==> config.mk <==
export PLATFORM = sky130hd
export DESIGN_NAME = ring_buffer_slot_index_manager_core
export DESIGN_NICKNAME = d
export VERILOG_FILES = /design/src/rbsim_pkg.sv /design/src/ring_buffer_slot_index_manager_core.sv /design/src/rbsim_ram.sv /design/src/rbsim_step.sv
export SDC_FILE = /design/constraint.sdc
export NUM_CORES = 1
export LEC_CHECK = 0
export BUFFER_PORTS_ARGS = -buffer_cell sky130_fd_sc_hd__buf_2
export CAP_MARGIN = 5
export CORE_MARGIN = 10
export CORE_UTILIZATION = 40
export DETAILED_ROUTE_END_ITERATION = 16
export PLACE_DENSITY_LB_ADDON = 0.1
export SLEW_MARGIN = 0
export SYNTH_ARGS = -nofsm -noshare
export SYNTH_HDL_FRONTEND = slang
export SYNTH_SLANG_ARGS = --single-unit
==> constraint.sdc <==
create_clock -name clk -period 10.4 [get_ports clk]
set_input_delay 1.56 -clock clk [delete_from_list [all_inputs] [get_ports clk]]
set_output_delay 1.56 -clock clk [all_outputs]
set_load 0.005 [all_outputs]
==> src/rbsim_pkg.sv <==
// Shared types and constants for the ring buffer slot index manager.
// Used by rbsim_step and ring_buffer_slot_index_manager_core; depends on nothing.
`default_nettype none

package rbsim_pkg;

  localparam int SLOTS    = 16;
  localparam int SLOT_W   = 4;
  localparam int GEN_BITS = 8;
  localparam int ST_W     = 2;
  localparam int ENTRY_W  = GEN_BITS + ST_W;
  localparam int POS_W    = 12;
  localparam int CAP_W    = 5;
  localparam int LEN_W    = 5;
  localparam int CFG_IDX_W = 2;
  localparam int CFG_W    = 12;

  localparam logic [CAP_W-1:0]    CAP_RESET  = 5'd16;
  localparam logic [GEN_BITS-1:0] LGEN_RESET = 8'd255;
  localparam logic [POS_W-1:0]    LCI_RESET  = 12'd4095;

  typedef enum logic [CFG_IDX_W-1:0] {
    REG_CAPACITY  = 2'd0,
    REG_LAST_GEN  = 2'd1,
    REG_LAST_CIDX = 2'd2
  } cfg_reg_t;

  typedef enum logic [3:0] {
    OP_RSV_PUSH    = 4'd0,
    OP_COMMIT_PUSH = 4'd1,
    OP_RSV_POP     = 4'd2,
    OP_COMMIT_POP  = 4'd3,
    OP_ABORT_PUSH  = 4'd4,
    OP_CLEAR_POP   = 4'd5,
    OP_DISABLE     = 4'd6,
    OP_ENABLE      = 4'd7,
    OP_QUERY       = 4'd8
  } opcode_t;

  typedef enum logic [2:0] {
    STAT_OK        = 3'd0,
    STAT_FULL      = 3'd1,
    STAT_EMPTY     = 3'd2,
    STAT_DISABLED  = 3'd3,
    STAT_CLEAR_END = 3'd4,
    STAT_BUSY      = 3'd5
  } status_t;

  typedef enum logic [ST_W-1:0] {
    SLOT_EMPTY   = 2'd0,
    SLOT_WRITING = 2'd1,
    SLOT_FULL    = 2'd2,
    SLOT_READING = 2'd3
  } slot_state_t;

  typedef enum logic {
    FSM_IDLE = 1'b0,
    FSM_EXEC = 1'b1
  } fsm_t;

  typedef struct packed {
    logic [POS_W-1:0]    pos;
    logic [GEN_BITS-1:0] gen;
    logic [SLOT_W-1:0]   slot;
  } pos_t;

  typedef struct packed {
    logic                wr_en;
    logic [SLOT_W-1:0]   wr_addr;
    logic [ENTRY_W-1:0]  wr_data;
    pos_t                push_next;
    pos_t                pop_next;
    logic                disabled_next;
    status_t             status;
    logic [GEN_BITS-1:0] ggen;
    logic [SLOT_W-1:0]   gslot;
    logic [LEN_W-1:0]    qlen;
  } step_out_t;

endpackage

`default_nettype wire

==> src/ring_buffer_slot_index_manager_core.sv <==
// Top level of the ring buffer slot index manager: control, registers, slot table and output.
// Depends on rbsim_pkg, rbsim_ram and rbsim_step.
`default_nettype none

// Each transaction first does a registered read of the slot table entry under the push or
// pop position, then, once the output register is empty or being drained, updates the entry,
// writes it back and loads the output register; no new transaction is accepted before that.
// The output register lets the next transaction be accepted while a result waits. The slot
// table reads as empty with generation zero right after reset; no clearing pass is needed.
module ring_buffer_slot_index_manager_core (
  input  wire logic                                clk,
  input  wire logic                                rst,
  input  wire logic                                in_valid,
  output logic                                     in_ready,
  input  wire logic [3:0]                          opcode,
  input  wire logic [rbsim_pkg::GEN_BITS-1:0]      generation,
  input  wire logic [rbsim_pkg::SLOT_W-1:0]        slot_index,
  output logic                                     out_valid,
  input  wire logic                                out_ready,
  output logic [2:0]                               status,
  output logic [rbsim_pkg::GEN_BITS-1:0]           granted_generation,
  output logic [rbsim_pkg::SLOT_W-1:0]             granted_slot,
  output logic [rbsim_pkg::LEN_W-1:0]              queue_length,
  output logic                                     enabled,
  input  wire logic                                cfg_we,
  input  wire logic [rbsim_pkg::CFG_IDX_W-1:0]     cfg_index,
  input  wire logic [rbsim_pkg::CFG_W-1:0]         cfg_data
);

  rbsim_pkg::fsm_t                   state;
  rbsim_pkg::fsm_t                   state_next;
  logic [3:0]                        op_q;
  logic [rbsim_pkg::GEN_BITS-1:0]    gen_q;
  logic [rbsim_pkg::SLOT_W-1:0]      slot_q;
  rbsim_pkg::pos_t                   push;
  rbsim_pkg::pos_t                   pop;
  logic                              disabled;
  logic [rbsim_pkg::CAP_W-1:0]       capacity;
  logic [rbsim_pkg::GEN_BITS-1:0]    last_gen;
  logic [rbsim_pkg::POS_W-1:0]       last_cidx;
  logic [rbsim_pkg::SLOTS-1:0]       vld;
  logic                              rd_vld;
  logic [rbsim_pkg::SLOT_W-1:0]      rd_addr;
  logic [rbsim_pkg::ENTRY_W-1:0]     rd_data;
  logic [rbsim_pkg::ENTRY_W-1:0]     entry;
  logic [3:0]                        rd_op;
  logic                              in_fire;
  logic                              exec_go;
  logic                              ram_we;
  rbsim_pkg::step_out_t              res;

  assign in_fire = in_valid && in_ready;
  assign ram_we  = exec_go && res.wr_en;

  always_comb begin
    state_next = state;
    unique case (state)
      rbsim_pkg::FSM_IDLE: begin
        if (in_valid) begin
          state_next = rbsim_pkg::FSM_EXEC;
        end
      end
      rbsim_pkg::FSM_EXEC: begin
        if (!out_valid || out_ready) begin
          state_next = rbsim_pkg::FSM_IDLE;
        end
      end
      default: begin
        state_next = rbsim_pkg::FSM_IDLE;
      end
    endcase
  end

  always_comb begin
    in_ready = 1'b0;
    exec_go  = 1'b0;
    unique case (state)
      rbsim_pkg::FSM_IDLE: begin
        in_ready = 1'b1;
      end
      rbsim_pkg::FSM_EXEC: begin
        exec_go = !out_valid || out_ready;
      end
      default: begin
      end
    endcase
  end

  always_ff @(posedge clk) begin
    if (rst) begin
      state <= rbsim_pkg::FSM_IDLE;
    end else begin
      state <= state_next;
    end
  end

  always_ff @(posedge clk) begin
    if (in_fire) begin
      op_q   <= opcode;
      gen_q  <= generation;
      slot_q <= slot_index;
    end
  end

  always_ff @(posedge clk) begin
    if (rst) begin
      capacity  <= rbsim_pkg::CAP_RESET;
      last_gen  <= rbsim_pkg::LGEN_RESET;
      last_cidx <= rbsim_pkg::LCI_RESET;
    end else if (cfg_we) begin
      unique case (cfg_index)
        rbsim_pkg::REG_CAPACITY:  capacity  <= cfg_data[rbsim_pkg::CAP_W-1:0];
        rbsim_pkg::REG_LAST_GEN:  last_gen  <= cfg_data[rbsim_pkg::GEN_BITS-1:0];
        rbsim_pkg::REG_LAST_CIDX: last_cidx <= cfg_data[rbsim_pkg::POS_W-1:0];
        default: begin
        end
      endcase
    end
  end

  assign rd_op   = (state == rbsim_pkg::FSM_IDLE) ? opcode : op_q;
  assign rd_addr = (rd_op == rbsim_pkg::OP_RSV_PUSH) ? push.slot : pop.slot;

  rbsim_ram #(
    .WIDTH (rbsim_pkg::ENTRY_W),
    .DEPTH (rbsim_pkg::SLOTS)
  ) u_slot_ram (
    .clk   (clk),
    .we    (ram_we),
    .waddr (res.wr_addr),
    .wdata (res.wr_data),
    .raddr (rd_addr),
    .rdata (rd_data)
  );

  always_ff @(posedge clk) begin
    if (rst) begin
      vld    <= '0;
      rd_vld <= 1'b0;
    end else begin
      rd_vld <= vld[rd_addr];
      if (ram_we) begin
        vld[res.wr_addr] <= 1'b1;
      end
    end
  end

  assign entry = rd_vld ? rd_data : '0;

  rbsim_step u_step (
    .op        (op_q),
    .gen_in    (gen_q),
    .slot_in   (slot_q),
    .entry     (entry),
    .push      (push),
    .pop       (pop),
    .disabled  (disabled),
    .capacity  (capacity),
    .last_gen  (last_gen),
    .last_cidx (last_cidx),
    .res       (res)
  );

  always_ff @(posedge clk) begin
    if (rst) begin
      push     <= '0;
      pop      <= '0;
      disabled <= 1'b0;
    end else if (exec_go) begin
      push     <= res.push_next;
      pop      <= res.pop_next;
      disabled <= res.disabled_next;
    end
  end

  always_ff @(posedge clk) begin
    if (rst) begin
      out_valid <= 1'b0;
    end else if (exec_go) begin
      out_valid <= 1'b1;
    end else if (out_ready) begin
      out_valid <= 1'b0;
    end
  end

  always_ff @(posedge clk) begin
    if (exec_go) begin
      status             <= res.status;
      granted_generation <= res.ggen;
      granted_slot       <= res.gslot;
      queue_length       <= res.qlen;
      enabled            <= !res.disabled_next;
    end
  end

`ifndef NO_ASSERTIONS
  a_one_at_a_time: assert property (@(posedge clk) disable iff (rst)
    in_valid && in_ready |=> !in_ready)
    else $error("A second transaction was accepted while one was in progress.");

  a_grant_only_on_ok: assert property (@(posedge clk) disable iff (rst)
    out_valid && status != rbsim_pkg::STAT_OK |->
      granted_generation == '0 && granted_slot == '0)
    else $error("A grant was reported with a non-ok status.");

  a_disabled_reply: assert property (@(posedge clk) disable iff (rst)
    out_valid && status == rbsim_pkg::STAT_DISABLED |-> !enabled)
    else $error("A disabled status was reported while enabled.");

  a_write_in_exec: assert property (@(posedge clk) disable iff (rst)
    ram_we |-> state == rbsim_pkg::FSM_EXEC && $past(state) == rbsim_pkg::FSM_IDLE ||
               ram_we && state == rbsim_pkg::FSM_EXEC && $past(state) == rbsim_pkg::FSM_EXEC)
    else $error("Slot table written outside the update cycle.");
`endif

endmodule

`default_nettype wire

==> src/rbsim_ram.sv <==
// Generic single-port-write, single-port-read RAM with a registered read.
// Stand-alone; no package dependencies.
`default_nettype none

module rbsim_ram #(
  parameter int WIDTH = 10,
  parameter int DEPTH = 16
) (
  input  wire logic                                  clk,
  input  wire logic                                  we,
  input  wire logic [((DEPTH > 1) ? $clog2(DEPTH) : 1)-1:0] waddr,
  input  wire logic [WIDTH-1:0]                      wdata,
  input  wire logic [((DEPTH > 1) ? $clog2(DEPTH) : 1)-1:0] raddr,
  output logic      [WIDTH-1:0]                      rdata
);

  logic [WIDTH-1:0] mem [DEPTH];

  always_ff @(posedge clk) begin
    if (we) begin
      mem[waddr] <= wdata;
    end
    rdata <= mem[raddr];
  end

endmodule

`default_nettype wire

==> src/rbsim_step.sv <==
// Update logic for one transaction: decides status, slot write-back, new positions and length.
// Depends on rbsim_pkg.
`default_nettype none

module rbsim_step (
  input  wire logic [3:0]                     op,
  input  wire logic [rbsim_pkg::GEN_BITS-1:0] gen_in,
  input  wire logic [rbsim_pkg::SLOT_W-1:0]   slot_in,
  input  wire logic [rbsim_pkg::ENTRY_W-1:0]  entry,
  input  wire rbsim_pkg::pos_t                push,
  input  wire rbsim_pkg::pos_t                pop,
  input  wire logic                           disabled,
  input  wire logic [rbsim_pkg::CAP_W-1:0]    capacity,
  input  wire logic [rbsim_pkg::GEN_BITS-1:0] last_gen,
  input  wire logic [rbsim_pkg::POS_W-1:0]    last_cidx,
  output rbsim_pkg::step_out_t                res
);

  localparam int GB = rbsim_pkg::GEN_BITS;
  localparam int SW = rbsim_pkg::SLOT_W;
  localparam int PW = rbsim_pkg::POS_W;
  localparam int CW = rbsim_pkg::CAP_W;
  localparam int DW = PW + 2;

  function automatic logic [GB-1:0] next_gen(input logic [GB-1:0] g,
                                             input logic [GB-1:0] lg);
    logic [GB-1:0] r;
    if (g == lg) begin
      r = '0;
    end else begin
      r = g + GB'(1);
    end
    return r;
  endfunction

  function automatic rbsim_pkg::pos_t advance(input rbsim_pkg::pos_t p,
                                              input logic [CW-1:0] cap,
                                              input logic [GB-1:0] lg,
                                              input logic [PW-1:0] lci);
    rbsim_pkg::pos_t r;
    logic [SW:0] s1;
    s1 = {1'b0, p.slot} + (SW+1)'(1);
    r = p;
    if (p.pos == lci) begin
      r = '0;
    end else begin
      r.pos = p.pos + PW'(1);
      if (CW'(s1) >= cap) begin
        r.slot = '0;
        r.gen  = next_gen(p.gen, lg);
      end else begin
        r.slot = s1[SW-1:0];
      end
    end
    return r;
  endfunction

  function automatic logic one_behind(input logic [GB-1:0] cur,
                                      input logic [GB-1:0] eg,
                                      input logic [GB-1:0] lg);
    return ({1'b0, cur} == ({1'b0, eg} + (GB+1)'(1))) ||
           ({1'b0, eg} == ({1'b0, cur} + {1'b0, lg}));
  endfunction

  function automatic logic [rbsim_pkg::LEN_W-1:0] length_of(input logic [PW-1:0] pu,
                                                            input logic [PW-1:0] po,
                                                            input logic [CW-1:0] cap,
                                                            input logic [PW-1:0] lci);
    logic signed [DW-1:0] d;
    logic signed [DW-1:0] d2;
    logic signed [DW-1:0] capv;
    logic signed [DW-1:0] halfv;
    logic signed [DW-1:0] r;
    d     = $signed({2'b00, pu}) - $signed({2'b00, po});
    capv  = $signed({{(DW-CW){1'b0}}, cap});
    halfv = $signed({3'b000, lci[PW-1:1]});
    d2    = d + $signed({2'b00, lci}) + DW'(1);
    r     = '0;
    if (!d[DW-1]) begin
      r = (d > capv) ? '0 : d;
    end else if (d < -halfv) begin
      if (d2 > capv) begin
        r = capv;
      end else if (d2[DW-1]) begin
        r = '0;
      end else begin
        r = d2;
      end
    end
    return r[rbsim_pkg::LEN_W-1:0];
  endfunction

  logic [CW-1:0]      cap_eff;
  logic [GB-1:0]      eg;
  logic [1:0]         es;
  logic               s_in_range;
  logic [PW:0]        clr_idx;
  rbsim_pkg::pos_t    push_adv;
  rbsim_pkg::pos_t    pop_adv;

  always_comb begin
    if (capacity == '0) begin
      cap_eff = CW'(1);
    end else if (capacity > CW'(rbsim_pkg::SLOTS)) begin
      cap_eff = CW'(rbsim_pkg::SLOTS);
    end else begin
      cap_eff = capacity;
    end
  end

  assign eg         = entry[rbsim_pkg::ENTRY_W-1:rbsim_pkg::ST_W];
  assign es         = entry[rbsim_pkg::ST_W-1:0];
  assign s_in_range = (CW'(slot_in) < cap_eff);
  assign clr_idx    = (PW+1)'(gen_in) * (PW+1)'(cap_eff) + (PW+1)'(slot_in);
  assign push_adv   = advance(push, cap_eff, last_gen, last_cidx);
  assign pop_adv    = advance(pop, cap_eff, last_gen, last_cidx);

  always_comb begin
    res               = '0;
    res.wr_addr       = slot_in;
    res.push_next     = push;
    res.pop_next      = pop;
    res.disabled_next = disabled;
    res.status        = rbsim_pkg::STAT_OK;
    unique case (op)
      rbsim_pkg::OP_RSV_PUSH: begin
        if (disabled) begin
          res.status = rbsim_pkg::STAT_DISABLED;
        end else if (eg == push.gen && es == rbsim_pkg::SLOT_EMPTY) begin
          res.wr_en     = 1'b1;
          res.wr_addr   = push.slot;
          res.wr_data   = {push.gen, rbsim_pkg::SLOT_WRITING};
          res.ggen      = push.gen;
          res.gslot     = push.slot;
          res.push_next = push_adv;
        end else if (one_behind(push.gen, eg, last_gen)) begin
          res.status = (es == rbsim_pkg::SLOT_READING) ? rbsim_pkg::STAT_BUSY
                                                       : rbsim_pkg::STAT_FULL;
        end else begin
          res.push_next = push_adv;
          res.status    = rbsim_pkg::STAT_BUSY;
        end
      end
      rbsim_pkg::OP_COMMIT_PUSH: begin
        res.wr_en   = s_in_range;
        res.wr_data = {gen_in, rbsim_pkg::SLOT_FULL};
      end
      rbsim_pkg::OP_RSV_POP: begin
        if (eg == pop.gen && es == rbsim_pkg::SLOT_FULL) begin
          res.wr_en    = 1'b1;
          res.wr_addr  = pop.slot;
          res.wr_data  = {pop.gen, rbsim_pkg::SLOT_READING};
          res.ggen     = pop.gen;
          res.gslot    = pop.slot;
          res.pop_next = pop_adv;
        end else if (one_behind(pop.gen, eg, last_gen)) begin
          res.status = rbsim_pkg::STAT_EMPTY;
        end else if (eg == pop.gen && es == rbsim_pkg::SLOT_EMPTY) begin
          res.status = rbsim_pkg::STAT_EMPTY;
        end else if (eg != pop.gen || es == rbsim_pkg::SLOT_WRITING) begin
          res.status = rbsim_pkg::STAT_BUSY;
        end else begin
          res.pop_next = pop_adv;
          res.status   = rbsim_pkg::STAT_BUSY;
        end
      end
      rbsim_pkg::OP_COMMIT_POP: begin
        res.wr_en   = s_in_range;
        res.wr_data = {next_gen(gen_in, last_gen), rbsim_pkg::SLOT_EMPTY};
      end
      rbsim_pkg::OP_ABORT_PUSH: begin
        res.wr_en   = s_in_range;
        res.wr_data = {next_gen(gen_in, last_gen), rbsim_pkg::SLOT_EMPTY};
        if (s_in_range) begin
          res.pop_next = pop_adv;
        end
      end
      rbsim_pkg::OP_CLEAR_POP: begin
        if (clr_idx == {1'b0, pop.pos}) begin
          res.status = rbsim_pkg::STAT_CLEAR_END;
        end else if (eg == pop.gen && es == rbsim_pkg::SLOT_FULL) begin
          res.wr_en    = 1'b1;
          res.wr_addr  = pop.slot;
          res.wr_data  = {pop.gen, rbsim_pkg::SLOT_READING};
          res.ggen     = pop.gen;
          res.gslot    = pop.slot;
          res.pop_next = pop_adv;
        end else if (es == rbsim_pkg::SLOT_WRITING || es == rbsim_pkg::SLOT_FULL) begin
          res.status = rbsim_pkg::STAT_BUSY;
        end else begin
          res.pop_next = pop_adv;
          res.status   = rbsim_pkg::STAT_BUSY;
        end
      end
      rbsim_pkg::OP_DISABLE: begin
        res.disabled_next = 1'b1;
      end
      rbsim_pkg::OP_ENABLE: begin
        res.disabled_next = 1'b0;
      end
      default: begin
      end
    endcase
    res.qlen = length_of(res.push_next.pos, res.pop_next.pos, cap_eff, last_cidx);
  end

endmodule

`default_nettype wire
Word-level counts from Yosys, hierarchy flattened

Memory sizes are Yosys's and may differ from the RTL's. A register that Yosys moved wholly into a read port is not among the register bits.
Cells that the tools add are included.

Reduce and logical (&&, ||, !) cells: 27
Bitwise logic cells: 3
Mux-type cells: 66
$lt $le $gt $ge: 10
$mul: 1
$add $sub $neg: 15
Equal/unequal tests: 32

Operators with widths:

| cell                  | number |
|---|---|
| $mux 24               | 13 |
| $pmux 24 s3           | 1 |
| $pmux 10 s5           | 1 |
| $mux 12               | 4 |
| $mux 15               | 3 |
| $pmux 15 s3           | 1 |
| $eq 8x8->1            | 5 |
| $mux 8                | 5 |
| $mux 39               | 1 |
| $eq 8x9->1            | 4 |
| $mux 5                | 7 |
| $mux 3                | 9 |
| $add 12x1->12 const B | 2 |
| $add 8x1->8 const B   | 3 |
| $eq 12x12->1          | 2 |
| $add 8x8->9           | 2 |
| $eq 4x3->1 const B    | 4 |
| $mux 4                | 4 |
| $or 16x16->16         | 1 |
| $add 13x13->14        | 1 |
| $add 14x2->14 const B | 1 |
| $gt 14x6->1           | 1 |
| $lt 13x14->1          | 1 |
| $neg 11->14           | 1 |
| other kinds (41)      | 77 |

Memory bits (writable): 160
Input bits: 35
Register bits after elaboration: 130
Word-level logic and storage cells: 177
Output and inout port bits: 23
Memories kept: 1

Memories:

| name           | depth | width | rd ports | clocked after Yosys merged registers in | wr ports | line            | RTL |
|---|---|---|---|---|---|---|---|
| u_slot_ram.mem | 16    | 10    | 1        | 1                                       | 1        | rbsim_ram.sv:17 | `logic [WIDTH-1:0] mem [DEPTH];` |

Depth between registers and ports, before layout

Depth after elaboration: 18
Mapped depth: 43
Mapped depth without buffers: 42

Hierarchy

Synthesis repeated with hierarchy kept, for this count alone.

Cell total of the unflattened synthesis: 1887
Area total of the unflattened synthesis: 19049.5 µm²

By module, submodules not included:

| module                              | instances | area each (µm²) | sequential area each (µm²) | cells each |
|---|---|---|---|---|
| rbsim_step                          | 1         | 7885.1          | 0.0                        | 1116 |
| rbsim_ram                           | 1         | 6353.6          | 5004.8                     | 279 |
| ring_buffer_slot_index_manager_core | 1         | 4810.9          | 2972.9                     | 492 |

Worst setup path before layout

Ideal clock, no wire load.

Path kind: reg2reg
Start point: reg capacity[4] (netlist name)
End point: reg queue_length[3] (netlist name), data pin
Required time: 10.133 ns
Stages on the path, launching flop included: 39
Arrival time: 9.101 ns
Library setup time: 0.267 ns
Path buffers: 4
Period minus slack after synthesis: 9.367 ns
Slack: 1.033 ns
Cell sequence: dfxtp_1 clkbuf_1 nor2b_1 clkbuf_1 nand2_1 fa_1 fa_1 fa_1 inv_1 ha_1 nor2b_2 o2111ai_2 a31oi_1 nor4_2 or4b_1 buf_2 or3_4 and2_1 [3 not listed] ha_1 nor2b_1 o21ai_0 a21boi_0 o21ai_0 nor2b_1 xnor2_1 ha_1 or4_1 o21ai_0 nand2b_1 a21oi_1 o21bai_1 a21o_1 nand4_1 a211oi_1 mux2i_1 o21ai_0

RTL lines:

| what                   | line                                       | RTL |
|---|---|---|
| start, declared        | ring_buffer_slot_index_manager_core.sv:38  | `logic [rbsim_pkg::CAP_W-1:0] capacity;` |
| start signal, assigned | ring_buffer_slot_index_manager_core.sv:107 | `capacity <= rbsim_pkg::CAP_RESET;` |
| start signal, assigned | ring_buffer_slot_index_manager_core.sv:112 | `rbsim_pkg::REG_CAPACITY: capacity <= cfg_data[rbsim_pkg::CAP_W-1:0];` |
| end signal, assigned   | ring_buffer_slot_index_manager_core.sv:191 | `queue_length <= res.qlen;` |
| end, declared          | ring_buffer_slot_index_manager_core.sv:23  | `output logic [rbsim_pkg::LEN_W-1:0] queue_length,` |

==> flow_metrics.env <==
export IMPL_outcome="completed"
export IMPL_peakVddDrop_uv=114
export IMPL_cts_sinks=300
export IMPL_period_share_pct=92.7
export IMPL_critPathSlowestCell="dfxtp_1"
export IMPL_synth_seq_cells=300
export IMPL_grt_pass1_wl_mm=88.0
export IMPL_hp_class="reg2reg"
export IMPL_ys_warn_count=0
export IMPL_syn_instance_count=2032
export IMPL_areaGrowthSynthToFinish_pct=11.1
export IMPL_critical_path_class="reg2reg"
export IMPL_cts_setup_buffers=0
export IMPL_ios=58
export IMPL_critPathLaunchType="flop"
export IMPL_worst_path_stages=36
export IMPL_drtIter0Drc=1223
export IMPL_reg2reg_to="queue_length[3]"
export IMPL_finalMaxSlewViolations=0
export IMPL_clk_latency_ns=0.56
export IMPL_wl_mm=57.8
export IMPL_timing_rr_start="capacity[4]"
export IMPL_vias=15404
export IMPL_wl_per_cell_um=21.6
export IMPL_layout_setup_ws_ns=0.759
export IMPL_worstPathRequired_ns=10.68
export IMPL_synthTopCellsByCount="nand2_1 (263), edfxtp_1 (197), nor2_1 (120)"
export IMPL_crit_fanout=14
export IMPL_start_util_pct=40.3
export IMPL_track_usage_pct=19.9
export IMPL_endpoint_kind="flop"
export IMPL_finalSetupTns_ns=0
export IMPL_die_h_um=239
export IMPL_insertedDiodeCount=0
export IMPL_synth_edf_count=197
export IMPL_die_area_um2=57000
export IMPL_std_cell_rows=80
export IMPL_grt_ovfl_total=0
export IMPL_powerDensity_nw_per_um2=136
export IMPL_place_hpwl_mm=40.7
export IMPL_root_buffer="clkbuf_16"
export IMPL_drtAntennaViolNets=0
export IMPL_r2r_slack_ns=0.76
export IMPL_synth_area_leaders="edfxtp_1 (31%), dfxtp_1 (11%), ha_1 (7.5%)"
export IMPL_finalSetupViolCount=0
export IMPL_fmax_mhz=104
export IMPL_tightest_slew_ns=1.19
export IMPL_cts_tree="built"
export IMPL_crit_family="simple AND/OR/NAND/NOR gates"
export IMPL_startpoint="capacity[4]"
export IMPL_synth_top_area_share_pct=30.9
export IMPL_core_region_area_um2=47500
export IMPL_port_buffers=57
export IMPL_cp_endpoint="queue_length[3]"
export IMPL_p_leak_nw=8.10
export IMPL_dpl_instance_area_um2=20000
export IMPL_multi_input_area_um2=10400
export IMPL_final_nets=2212
export IMPL_maxSlewHeadroom_pct=20.2
export IMPL_maxCapViolCount=0
export IMPL_yosysSeqAreaShare_pct=41.7
export IMPL_rsz0062_at_grt="no"
export IMPL_post_synth_top_count_cell="nand2_1"
export IMPL_grt_max_degree=92
export IMPL_ctsResizeCount=0
export IMPL_final_layout_size_suffix_gt1_share_pct=9.44
export IMPL_ctsHoldBuffers=0
export IMPL_final_cell_area_um2=21300
export IMPL_synth_ff_type="edfxtp_1"
export IMPL_drcViolationCount=0
export IMPL_cp_arrival_ns=9.92
export IMPL_place_gp_congestion=0.896
export IMPL_htree_levels=2
export IMPL_grt_antenna_before_repair=0
export IMPL_cts_made_buffers=38
export IMPL_synth_area_leader_cell="edfxtp_1"
export IMPL_preCtsSetupSlack_ns=0.222
export IMPL_crit_top_cell="o21ai_0"
export IMPL_path_clk_slew_ns=0.06
export IMPL_first_pass_iters=6
export IMPL_grt_pass1_vias=14890
export IMPL_avgSynthCellArea_um2=9.42
export IMPL_nFillCells=4538
export IMPL_crit_buf_inv=3
export IMPL_max_stage_delay_ns=0.63
export IMPL_async_flop_share_pct=0
export IMPL_syn_area_um2=19100
export IMPL_reg2reg_depth=36
export IMPL_viasPerCell=5.75
export IMPL_dieWidth_um=239
export IMPL_fin_util_pct=44.7
export IMPL_hold_viol=0
export IMPL_yosysUniqueCellTypes=90
export IMPL_synth_nets=2208
export IMPL_ff_latch_area_um2=7980
export IMPL_clock_skew_ns=0.0163
export IMPL_cts_buffer_depth=3
export IMPL_min_period_ns=9.64
==> cell families (layout without fill, tap and decap cells) <==
kind of cell | Yosys count | after routing | share of synthesized area (%)
AO/OA/AOI/OAI | 463 | 463 | 16.3
XOR/XNOR | 136 | 136 | 6.22
buffers and inverters | 213 | 246 | 4.28
AND/OR/NAND/NOR | 757 | 757 | 20.1
flip-flops | 300 | 300 | 41.7
adder cells (fa/ha/maj) | 141 | 141 | 10.2
multiplexers | 22 | 22 | 1.19
==> stage by stage <==
step                      power, W  hold slack (ns)  instances
after global placement     0.00160            0.430       2611
final                      0.00289            0.448       2680
after CTS                  0.00292            0.447       2680
after floorplan            0.00151            0.417       2032
after detailed placement   0.00160            0.438       2611
after global routing       0.00300            0.468       2680
==> worst register-to-register path: cells and delay by family (launching register included) <==
| kind | cells | cell delay (ns) |
|---|---|---|
| multiplexers | 1 | 0.23 |
| AO/OA/AOI/OAI | 13 | 2.03 |
| AND/OR/NAND/NOR | 12 | 3.16 |
| adder cells (fa/ha/maj) | 6 | 2.58 |
| XOR/XNOR | 1 | 0.28 |
| buffers and inverters | 3 | 0.45 |
| flip-flops | 1 | 0.63 |
==> flip-flops by register name (all words and copies together), names as in the netlist, 3 cells and up <==
register	count
slot_q	4
pop	24
last_gen	8
vld	16
capacity	5
queue_length	5
u_slot_ram.mem	160
last_cidx	12
status	3
granted_generation	8
gen_q	8
op_q	4
granted_slot	4
push	24
u_slot_ram.rdata	10
==> worst min path at each step <==
stage / endpoint / startpoint / depth (start not counted)
after floorplan: vld[11] / vld[11] / 2
after global placement: vld[11] / vld[11] / 2
after detailed placement: vld[15] / vld[15] / 2
after CTS: vld[1] / vld[1] / 2
after global routing: vld[6] / vld[6] / 2
final: vld[6] / vld[6] / 2
==> metal layers <==
layer / up-vias / track usage [%] / part of all wire [%]
met3: 101 / 2.59 / 5.4
li1: 7398 / - / -
met4: 0 / 6.68 / 3.0
met5: - / 0 / 0
met1: 7472 / 25.9 / 44
met2: 433 / 33.3 / 47
==> final cells by class <==
class	instances	share of cell area [%]
inverter	93	1.64
timing repair buffer	84	2.30
clock inverter	21	1.04
clock buffer	48	4.74
tap	615	3.62
multi-input combinational	1519	49.1
sequential	300	37.5
==> power by group <==
| group | switching [W] | leakage (nW) | internal [W] |
|---|---|---|---|
| clock | 0.000539 | 0.605 | 0.000769 |
| combinational | 0.000163 | 4.72 | 0.0000992 |
| sequential | 0.0000288 | 2.77 | 0.00129 |
==> cells in the final DEF (no fill, tap or decap), drive strengths merged, types with 18 or more instances in the layout <==
cell type,n
and2,66
o21ai,86
buf,84
o211ai,18
xnor2,78
xor2,58
a311oi,23
nand2,263
clkinv,18
a31oi,30
nor3,27
and3,26
ha,115
a211oi,60
a21oi,103
nand3,60
nor4,24
nand2b,31
inv,93
nor2,120
dfxtp,103
o31ai,20
nand4,20
clkbuf,48
fa,26
nor2b,29
edfxtp,197
Power figures use the tool's default switching activity.
